<file path="src/design/frm_pkg.sv">
// Shared constants, types and the control program of the frame rate meter.
`timescale 1ns / 1ps
`default_nettype none

package frm_pkg;

    // Window length and time base
    localparam int WINDOW    = 10;
    localparam int TIME_BITS = 32;

    // Field widths
    localparam int NOW_W   = 32;
    localparam int FPS_W   = 28;
    localparam int FT_W    = 32;
    localparam int DELAY_W = 18;
    localparam int CAP_W   = 18;

    // Derived widths
    localparam int SLOT_W = (WINDOW > 1) ? $clog2(WINDOW) : 1;
    localparam int FILL_W = $clog2(WINDOW + 1);
    localparam int SUM_W  = TIME_BITS + $clog2(WINDOW);
    localparam int PROD_W = TIME_BITS + CAP_W;

    // Fixed point constants: 1000 ms in Q.8 and the default 60.0 fps
    localparam int MS_Q8          = 256000;
    localparam int DEFAULT_FPS_Q8 = 15360;

    // Serial divider sizing
    localparam int FPS_DIV_W = $clog2(MS_Q8 * WINDOW + 1);
    localparam int DLY_DIV_W = $clog2(MS_Q8 + 1);
    localparam int DIVN      = (FPS_DIV_W > DLY_DIV_W) ? FPS_DIV_W : DLY_DIV_W;
    localparam int DCNT_W    = $clog2(DIVN + 1);

    // Configuration port
    localparam int APB_ADDR_W = 3;
    localparam int APB_DATA_W = 32;
    localparam logic [APB_ADDR_W-1:0] ADDR_MAX_FPS = 3'd0;

    // Sequencer
    localparam int PC_W     = 4;
    localparam int PROG_LEN = 9;

    typedef enum logic [3:0] {
        OP_NOP,
        OP_ACCEPT,
        OP_SUB_OLD,
        OP_ADD_NEW,
        OP_MUL,
        OP_FPS_LOAD,
        OP_DIV_STEP,
        OP_FPS_TAKE,
        OP_FINISH
    } op_t;

    typedef enum logic [2:0] {
        COND_NEVER,
        COND_ALWAYS,
        COND_NO_IN,
        COND_DIV_MORE,
        COND_OUT_FULL
    } cond_t;

    typedef struct packed {
        op_t              op;
        cond_t            cond;
        logic [PC_W-1:0]  target;
    } ctrl_t;

    // Control store: jump to target when the condition holds, else step on
    function automatic ctrl_t ucode(input logic [PC_W-1:0] pc);
        ctrl_t w;
        unique case (pc)
            4'd0:    w = '{op: OP_ACCEPT,   cond: COND_NO_IN,    target: 4'd0};
            4'd1:    w = '{op: OP_SUB_OLD,  cond: COND_NEVER,    target: 4'd0};
            4'd2:    w = '{op: OP_ADD_NEW,  cond: COND_NEVER,    target: 4'd0};
            4'd3:    w = '{op: OP_MUL,      cond: COND_NEVER,    target: 4'd0};
            4'd4:    w = '{op: OP_FPS_LOAD, cond: COND_NEVER,    target: 4'd0};
            4'd5:    w = '{op: OP_DIV_STEP, cond: COND_DIV_MORE, target: 4'd5};
            4'd6:    w = '{op: OP_FPS_TAKE, cond: COND_NEVER,    target: 4'd0};
            4'd7:    w = '{op: OP_DIV_STEP, cond: COND_DIV_MORE, target: 4'd7};
            4'd8:    w = '{op: OP_FINISH,   cond: COND_OUT_FULL, target: 4'd8};
            default: w = '{op: OP_NOP,      cond: COND_ALWAYS,   target: 4'd0};
        endcase
        return w;
    endfunction

endpackage

`default_nettype wire

</file>
<file path="src/design/frm_evt_if.sv">
// Frame-end event channel: valid/ready handshake with the two time stamps.
`timescale 1ns / 1ps
`default_nettype none

interface frm_evt_if import frm_pkg::*; ();
    logic             valid;
    logic             ready;
    logic [NOW_W-1:0] now_ms;
    logic [NOW_W-1:0] frame_start_ms;

    modport source (output valid, output now_ms, output frame_start_ms, input ready);
    modport sink (input valid, input now_ms, input frame_start_ms, output ready);
endinterface

`default_nettype wire

</file>
<file path="src/design/frm_res_if.sv">
// Result channel: valid/ready handshake with rate, interval and wait.
`timescale 1ns / 1ps
`default_nettype none

interface frm_res_if import frm_pkg::*; ();
    logic               valid;
    logic               ready;
    logic [FPS_W-1:0]   fps_q8;
    logic [FT_W-1:0]    frame_time_ms;
    logic [DELAY_W-1:0] delay_ms;

    modport source (output valid, output fps_q8, output frame_time_ms, output delay_ms,
                    input ready);
    modport sink (input valid, input fps_q8, input frame_time_ms, input delay_ms,
                  output ready);
endinterface

`default_nettype wire

</file>
<file path="src/design/frame_rate_meter_limiter.sv">
// Top level: microcoded moving-average frame rate meter with a rate cap.
//
//   channel  | direction | handshake      | contents
//   ---------+-----------+----------------+-----------------------------------------
//   events   | in        | valid/ready    | now_ms, frame_start_ms
//   results  | out       | valid/ready    | fps_q8, frame_time_ms, delay_ms
//   apb      | in        | psel/penable   | max_fps_q8 at byte address 0
//
// The shared restoring divider runs one quotient bit a cycle, first for the
// rate, then for the wait budget. The next event can be taken from the cycle
// after the result is loaded into the output register. rst_n clears the
// window, the sequencer and the output valid flag; the output register holds
// a result until it is taken, and the sequencer waits at its last step only
// while that register is full and not being taken.
`timescale 1ns / 1ps
`default_nettype none

module frame_rate_meter_limiter import frm_pkg::*; (
    input  wire logic                  clk,
    input  wire logic                  rst_n,
    frm_evt_if.sink                    events,
    frm_res_if.source                  results,
    input  wire logic                  psel,
    input  wire logic                  penable,
    input  wire logic                  pwrite,
    input  wire logic [APB_ADDR_W-1:0] paddr,
    input  wire logic [APB_DATA_W-1:0] pwdata,
    output logic      [APB_DATA_W-1:0] prdata,
    output logic                       pready
);

    // Control state
    logic [PC_W-1:0]      pc_reg, pc_next;
    logic                 seen_first_reg, seen_first_next;
    logic [FILL_W-1:0]    fill_reg, fill_next;
    logic [SLOT_W-1:0]    slot_reg, slot_next;
    logic [SUM_W-1:0]     sum_reg, sum_next;
    logic [TIME_BITS-1:0] last_time_reg, last_time_next;
    logic [CAP_W-1:0]     max_fps_reg;
    logic                 out_valid_reg, out_valid_next;
    logic [DCNT_W-1:0]    div_cnt_reg, div_cnt_next;

    // Datapath
    logic [TIME_BITS-1:0] ring_reg [WINDOW];
    logic                 ring_we;
    logic [TIME_BITS-1:0] interval_reg, interval_next;
    logic [TIME_BITS-1:0] elapsed_reg, elapsed_next;
    logic [CAP_W-1:0]     cap_reg, cap_next;
    logic [PROD_W-1:0]    prod_reg, prod_next;
    logic [DIVN-1:0]      div_q_reg, div_q_next;
    logic [SUM_W-1:0]     div_r_reg, div_r_next;
    logic [SUM_W-1:0]     div_d_reg, div_d_next;
    logic [FPS_W-1:0]     fps_reg, fps_next;
    logic                 delay_ok_reg, delay_ok_next;
    logic [FPS_W-1:0]     out_fps_reg, out_fps_next;
    logic [FT_W-1:0]      out_ft_reg, out_ft_next;
    logic [DELAY_W-1:0]   out_delay_reg, out_delay_next;

    ctrl_t                ctrl;
    logic                 jump;
    logic                 in_take;
    logic                 out_free;
    logic                 cfg_write;
    logic [TIME_BITS-1:0] now_t;
    logic [TIME_BITS-1:0] start_t;
    logic [SUM_W:0]       rem_sh;
    logic                 rem_ge;

    // Configuration port
    assign pready    = 1'b1;
    assign cfg_write = psel && penable && pwrite && pready;
    assign prdata    = (paddr == ADDR_MAX_FPS) ? APB_DATA_W'(max_fps_reg) : '0;

    // Handshakes
    assign ctrl           = ucode(pc_reg);
    assign events.ready   = (ctrl.op == OP_ACCEPT);
    assign in_take        = events.valid && events.ready;
    assign out_free       = !out_valid_reg || results.ready;
    assign results.valid  = out_valid_reg;
    assign results.fps_q8        = out_fps_reg;
    assign results.frame_time_ms = out_ft_reg;
    assign results.delay_ms      = out_delay_reg;

    assign now_t   = TIME_BITS'(events.now_ms);
    assign start_t = TIME_BITS'(events.frame_start_ms);

    // Divider step: shift in the next dividend bit, subtract when it fits
    assign rem_sh = {div_r_reg, div_q_reg[DIVN-1]};
    assign rem_ge = (rem_sh >= {1'b0, div_d_reg});

    // Branch condition
    always_comb
    begin
        unique case (ctrl.cond)
            COND_NEVER:    jump = 1'b0;
            COND_ALWAYS:   jump = 1'b1;
            COND_NO_IN:    jump = !in_take;
            COND_DIV_MORE: jump = (div_cnt_reg != DCNT_W'(1));
            COND_OUT_FULL: jump = !out_free;
            default:       jump = 1'b0;
        endcase
    end

    // Step counter
    always_comb
    begin
        if (jump)
            pc_next = ctrl.target;
        else if (pc_reg == PC_W'(PROG_LEN - 1))
            pc_next = '0;
        else
            pc_next = pc_reg + PC_W'(1);
    end

    // Datapath driven by the control word
    always_comb
    begin
        seen_first_next = seen_first_reg;
        fill_next       = fill_reg;
        slot_next       = slot_reg;
        sum_next        = sum_reg;
        last_time_next  = last_time_reg;
        out_valid_next  = out_valid_reg && !results.ready;
        div_cnt_next    = div_cnt_reg;
        ring_we         = 1'b0;
        interval_next   = interval_reg;
        elapsed_next    = elapsed_reg;
        cap_next        = cap_reg;
        prod_next       = prod_reg;
        div_q_next      = div_q_reg;
        div_r_next      = div_r_reg;
        div_d_next      = div_d_reg;
        fps_next        = fps_reg;
        delay_ok_next   = delay_ok_reg;
        out_fps_next    = out_fps_reg;
        out_ft_next     = out_ft_reg;
        out_delay_next  = out_delay_reg;

        unique case (ctrl.op)
            OP_NOP:
            begin
            end
            // Take the event: interval since the last one, elapsed frame time
            OP_ACCEPT:
            begin
                if (in_take)
                begin
                    interval_next   = seen_first_reg ? (now_t - last_time_reg) : '0;
                    elapsed_next    = now_t - start_t;
                    last_time_next  = now_t;
                    seen_first_next = 1'b1;
                end
            end
            // Drop the oldest interval once the window is full, else grow it
            OP_SUB_OLD:
            begin
                if (fill_reg == FILL_W'(WINDOW))
                    sum_next = sum_reg - SUM_W'(ring_reg[slot_reg]);
                else
                    fill_next = fill_reg + FILL_W'(1);
            end
            // Store the new interval and advance the write slot
            OP_ADD_NEW:
            begin
                ring_we  = 1'b1;
                sum_next = sum_reg + SUM_W'(interval_reg);
                if (slot_reg == SLOT_W'(WINDOW - 1))
                    slot_next = '0;
                else
                    slot_next = slot_reg + SLOT_W'(1);
            end
            // Elapsed time times the cap, a zero cap counting as one
            OP_MUL:
            begin
                cap_next  = (max_fps_reg == '0) ? CAP_W'(1) : max_fps_reg;
                prod_next = PROD_W'(elapsed_reg) *
                            PROD_W'((max_fps_reg == '0) ? CAP_W'(1) : max_fps_reg);
            end
            // Start 256000*count / sum
            OP_FPS_LOAD:
            begin
                div_q_next   = (DIVN'(MS_Q8) * DIVN'(fill_reg)) << (DIVN - FPS_DIV_W);
                div_r_next   = '0;
                div_d_next   = sum_reg;
                div_cnt_next = DCNT_W'(FPS_DIV_W);
            end
            OP_DIV_STEP:
            begin
                div_q_next   = {div_q_reg[DIVN-2:0], rem_ge};
                div_r_next   = rem_ge ? SUM_W'(rem_sh - {1'b0, div_d_reg})
                                      : SUM_W'(rem_sh);
                div_cnt_next = div_cnt_reg - DCNT_W'(1);
            end
            // Hold the rate, then start 256000 / cap
            OP_FPS_TAKE:
            begin
                fps_next      = (sum_reg == '0) ? FPS_W'(DEFAULT_FPS_Q8)
                                                : FPS_W'(div_q_reg[FPS_DIV_W-1:0]);
                delay_ok_next = (prod_reg < PROD_W'(MS_Q8));
                div_q_next    = DIVN'(MS_Q8) << (DIVN - DLY_DIV_W);
                div_r_next    = '0;
                div_d_next    = SUM_W'(cap_reg);
                div_cnt_next  = DCNT_W'(DLY_DIV_W);
            end
            // Load the output register once it is free
            OP_FINISH:
            begin
                if (out_free)
                begin
                    out_valid_next = 1'b1;
                    out_fps_next   = fps_reg;
                    out_ft_next    = FT_W'(interval_reg);
                    out_delay_next = delay_ok_reg
                        ? DELAY_W'(div_q_reg[DLY_DIV_W-1:0]) - DELAY_W'(elapsed_reg)
                        : '0;
                end
            end
            default:
            begin
            end
        endcase
    end

    // Control registers
    always_ff @(posedge clk or negedge rst_n)
    begin
        if (!rst_n)
        begin
            pc_reg         <= '0;
            seen_first_reg <= 1'b0;
            fill_reg       <= '0;
            slot_reg       <= '0;
            sum_reg        <= '0;
            last_time_reg  <= '0;
            max_fps_reg    <= CAP_W'(DEFAULT_FPS_Q8);
            out_valid_reg  <= 1'b0;
            div_cnt_reg    <= '0;
        end
        else
        begin
            pc_reg         <= pc_next;
            seen_first_reg <= seen_first_next;
            fill_reg       <= fill_next;
            slot_reg       <= slot_next;
            sum_reg        <= sum_next;
            last_time_reg  <= last_time_next;
            out_valid_reg  <= out_valid_next;
            div_cnt_reg    <= div_cnt_next;
            if (cfg_write && (paddr == ADDR_MAX_FPS))
                max_fps_reg <= pwdata[CAP_W-1:0];
        end
    end

    // Payload registers
    always_ff @(posedge clk)
    begin
        if (ring_we)
            ring_reg[slot_reg] <= interval_reg;
        interval_reg  <= interval_next;
        elapsed_reg   <= elapsed_next;
        cap_reg       <= cap_next;
        prod_reg      <= prod_next;
        div_q_reg     <= div_q_next;
        div_r_reg     <= div_r_next;
        div_d_reg     <= div_d_next;
        fps_reg       <= fps_next;
        delay_ok_reg  <= delay_ok_next;
        out_fps_reg   <= out_fps_next;
        out_ft_reg    <= out_ft_next;
        out_delay_reg <= out_delay_next;
    end

endmodule

`default_nettype wire
</file>
<file path="src/flat_wrapper.sv">
// flat-port wrapper written by rule: the top's interface ports become plain ports
module frame_rate_meter_limiter_flat import frm_pkg::*;
  (clk, rst_n, psel, penable, pwrite, paddr, pwdata, prdata, pready, events_valid, events_now_ms, events_frame_start_ms, events_ready, results_valid, results_fps_q8, results_frame_time_ms, results_delay_ms, results_ready);
  frm_evt_if events_i ();
  frm_res_if results_i ();
  input  wire logic clk;
  input  wire logic rst_n;
  input  wire logic psel;
  input  wire logic penable;
  input  wire logic pwrite;
  input  wire logic [APB_ADDR_W-1:0] paddr;
  input  wire logic [APB_DATA_W-1:0] pwdata;
  output logic      [APB_DATA_W-1:0] prdata;
  output logic pready;
  input wire logic [$bits(events_i.valid)-1:0] events_valid;
  input wire logic [$bits(events_i.now_ms)-1:0] events_now_ms;
  input wire logic [$bits(events_i.frame_start_ms)-1:0] events_frame_start_ms;
  output wire logic [$bits(events_i.ready)-1:0] events_ready;
  output wire logic [$bits(results_i.valid)-1:0] results_valid;
  output wire logic [$bits(results_i.fps_q8)-1:0] results_fps_q8;
  output wire logic [$bits(results_i.frame_time_ms)-1:0] results_frame_time_ms;
  output wire logic [$bits(results_i.delay_ms)-1:0] results_delay_ms;
  input wire logic [$bits(results_i.ready)-1:0] results_ready;
  assign events_i.valid = events_valid;
  assign events_i.now_ms = events_now_ms;
  assign events_i.frame_start_ms = events_frame_start_ms;
  assign events_ready = events_i.ready;
  assign results_valid = results_i.valid;
  assign results_fps_q8 = results_i.fps_q8;
  assign results_frame_time_ms = results_i.frame_time_ms;
  assign results_delay_ms = results_i.delay_ms;
  assign results_i.ready = results_ready;
  frame_rate_meter_limiter u_core (.clk(clk), .rst_n(rst_n), .events(events_i), .results(results_i), .psel(psel), .penable(penable), .pwrite(pwrite), .paddr(paddr), .pwdata(pwdata), .prdata(prdata), .pready(pready));
endmodule
</file>
<file path="config.mk">
export PLATFORM = sky130hd
export DESIGN_NAME = frame_rate_meter_limiter_flat
export DESIGN_NICKNAME = d
export VERILOG_FILES = /design/src/design/frm_pkg.sv /design/src/design/frm_evt_if.sv /design/src/design/frm_res_if.sv /design/src/design/frame_rate_meter_limiter.sv /design/src/flat_wrapper.sv
export SDC_FILE = /design/constraint.sdc
export NUM_CORES = 2
export LEC_CHECK = 0
export BUFFER_PORTS_ARGS = -buffer_cell sky130_fd_sc_hd__clkbuf_2
export CORE_MARGIN = 2
export CORE_UTILIZATION = 35
export CTS_CLUSTER_SIZE = 30
export DETAILED_ROUTE_END_ITERATION = 7
export PLACE_DENSITY = 0.5
export SYNTH_ARGS = -nofsm -noshare
export SYNTH_HDL_FRONTEND = slang
export SYNTH_SLANG_ARGS = --single-unit
</file>
<file path="constraint.sdc">
create_clock -name clk -period 6.7 [get_ports clk]
set_input_delay 1.005 -clock clk [delete_from_list [all_inputs] [get_ports clk]]
set_output_delay 1.005 -clock clk [all_outputs]
set_load 0.01 [all_outputs]
</file>
==> summary.md <==
| Metric | Value |
|---|---|
| Outcome | `complete, no violations` |
| Worst flop-to-flop path endpoint | `u_core.prod_reg[36]` |
| Initial antenna violation count | `13` |
| Die width | `roughly 400 um` |
| Yosys top cell by area | `edfxtp_1` |
| Met1 Use GR | `26.30%` |
| Post-synth ARST share | `roughly 14%` |
| Minimum clock period | `6.671 ns` |
| GR Util met3 | `between 3 and 4%` |
| Post-Place Worst Slack | `-0.3753 ns` |
| Least-Margin Pin Slew | `around 1.2 ns` |
| H-tree levels | `3` |
| Peak Freq | `about 150 MHz` |
| Ranking of synthesized cells by area | `edfxtp_1 35%, fa_1 18%, ha_1 6.9%, inv_1 5.0%, dfrtp_1 4.7%` |
| Post-layout instance area | `0.06220 sq mm` |
| Count leader, synth | `inv_1` |
| Largest net degree at the start of global routing | `73` |
| Setup TNS | `0 ns` |
| Core ar. | `0.1535 sq mm` |
| Routed len/inst | `about 20 um` |
| Hold Violations, Final | `0` |
| Root buffer cell | `clkbuf_16` |
| Main synth FF type | `edfxtp_1` |
| Worst hold slack | `about 0.29 ns` |
| Synth cell count leaders | `719 x inv_1, 630 x edfxtp_1, 563 x nand2_1` |
| Number of flip-flops in the largest register | `320` |
| GRT Util Overall | `between 10% and 20%` |
| Routed Wire Length | `around 150 mm` |
| DRC | `0` |
| Critical path required time | `7.11 ns` |
| Setup violators final | `0` |
| Total number of vias | `about 36,000` |
| Setup Skew | `between 0.04 and 0.05 ns` |
| Clock Sinks | `735` |
| Clock Latency Late Sink | `approximately 0.7 ns` |
| Crit. End Element | `flip-flop` |
| Die height | `around 400 um` |
| Layout cells sized above 1 | `15.34%` |
| Unrepaired setup endpoints after global routing | `true` |
| CP max stage cell | `fa_1` |
| GP Congestion | `0.8392` |
| Placement Cell Area | `0.05872 sq mm` |
| Seq/Total Area, Yosys | `about two fifths` |
| Most common cell on crit path | `fa_1` |
| CP max stage delay | `between 0.5 and 0.6 ns` |
| Cells after synthesis | `a little under 5,000` |
| Synth Cell Area | `around 0.054 sq mm` |
| Setup CP Type | `flip-flop to flip-flop` |
| Avg Cell Area, Syn | `about 11 sq um` |
| Total CTS buffers | `between 80 and 90` |
| Startpoint Class | `flip-flop` |
| Yosys warns | `0` |
| Final Cycle Share | `between 90% and 100%` |
| Final WS setup | `approximately 0.029 ns` |
| EDFF count, synth | `630` |
| First-pass GRT wire length | `around 230 mm` |
| Grt ovf | `0` |
| TritonCTS clock tree | `done` |
| Reg2reg start | `u_core.max_fps_reg[1]` |
| Rel. slew slack | `19.82%` |
| Worst Reg2Reg Path Length in Cells | `27` |
| Maximum clock path buffer count | `3` |
| Post-route ant nets | `0` |
| Ports | `about 220` |
| # nets final | `~6,000` |
| Grt met2 use | `30.13%` |
| Synth top area share | `approximately a third` |
| IO buf count | `roughly 180` |
| Worst EP arrival | `between 7 and 8 ns` |
| Hold WC Path Type | `primary input to asynchronous set/reset pin` |
| Die area | `approximately 0.16 sq mm` |
| Initial Util | `35.14%` |
| GR peak layer | `met2` |
| FILL cells | `about 15,000` |
| Final Max Slew Viols | `0` |
| Critical-path maximum fanout | `5` |
| R2r setup slk | `between 0.02 and 0.03 ns` |
| Vias/cell | `just under 5` |
| Distinct cells, synth | `89` |
| Vias in the first global route | `37,400` |
| Max Cap Viol | `0` |
| Yosys reg bits | `735` |
| Drt pass-1 iters | `5` |
| Detailed Place HPWL | `between 100 and 150 mm` |
| Layout overhead on the synthesized area | `15.31%` |
| Worst-path clk slew | `approximately 0.060 ns` |
| Starting DRT DRC Count | `2,221` |
| Cell Rows | `~140` |
-- cells by family (layout without fill, tap and decap cells) --
group	count (synthesis)	in the layout	synth area share [%]
AOI/OAI and AO/OA	672	672	7.988
xor gates and xnor gates	202	202	3.280
adders and majority gates	786	786	25.05
buffers and inverters	959	1332	7.005
DFF	735	735	39.95
muxes	175	175	4.270
other	2	24	0.01392
and+or+nand+nor	1357	1357	12.44
-- how the worst max path moves through the flow --
stage	start	to
2_1_floorplan	u_core.max_fps_reg[6]	u_core.prod_reg[45]
3_3_place_gp	u_core.max_fps_reg[2]	u_core.prod_reg[36]
3_5_place_dp	u_core.max_fps_reg[2]	u_core.prod_reg[45]
4_1_cts	u_core.max_fps_reg[1]	u_core.prod_reg[47]
5_1_grt	u_core.max_fps_reg[1]	u_core.prod_reg[36]
6_report	u_core.max_fps_reg[1]	u_core.prod_reg[36]
-- final cells by class --
type                    instances  area (sq um)  share of cell area, %
diodes                          3         7.507                0.01207
clock buffers                 109          2278                  3.663
clock inverters                45         523.0                 0.8408
inverters                     722          2713                  4.361
multi-input cells            3213         29200                  46.95
flip-flops and latches        735         21560                  34.66
well taps                    2044          2557                  4.111
repair buffers                456          3364                  5.409
-- layout by cell type, fill, tap and decap left out, drive strengths merged, types with 61 or more instances in the layout --
| cell | n |
|---|---|
| ha | 296 |
| fa | 490 |
| nand2 | 563 |
| edfxtp | 630 |
| dfrtp | 101 |
| a21oi | 162 |
| mux2i | 76 |
| xor2 | 72 |
| inv | 727 |
| clkbuf | 292 |
| xnor2 | 130 |
| and2 | 326 |
| mux2 | 61 |
| o21ai | 174 |
| a21o | 81 |
| nor2 | 155 |
| buf | 273 |
-- timing repair --
action                                  4_1_cts  5_1_grt
cloned                                        1        1
endpoints found under the setup margin       21       24
resized for setup                            44       57
setup buffers                                11       12
hold buffers                                  0        0
pin swaps                                    38       51
-- routing by layer --
| layer | part of all wire [%] | vias up |
|---|---|---|
| met5 | 0.053 | - |
| met4 | 2.6 | 12 |
| met3 | 5.1 | 198 |
| met2 | 46 | 834 |
| met1 | 46 | 18220 |
| li1 | - | 16920 |
-- worst max-delay path, delay by kind of cell, from the launching register on --
family / cells / cell delay [ns]
adder cells (fa/ha/maj): 6 / 2.78
AO/OA/AOI/OAI: 9 / 1.56
buffers and inverters: 7 / 0.79
AND/OR/NAND/NOR: 4 / 0.77
flip-flops: 1 / 0.38
XOR/XNOR: 1 / 0.14
-- through the flow --
stage	util (%)	std cells
global route	40.52	7324
floorplan	-	4907
CTS	40.32	7317
finish	40.52	7327
global placement	38.25	7152
detailed placement	38.25	7152
Power is not shown: default switching activity piles up to over one toggle a cycle in this logic, so the estimate is an artifact.
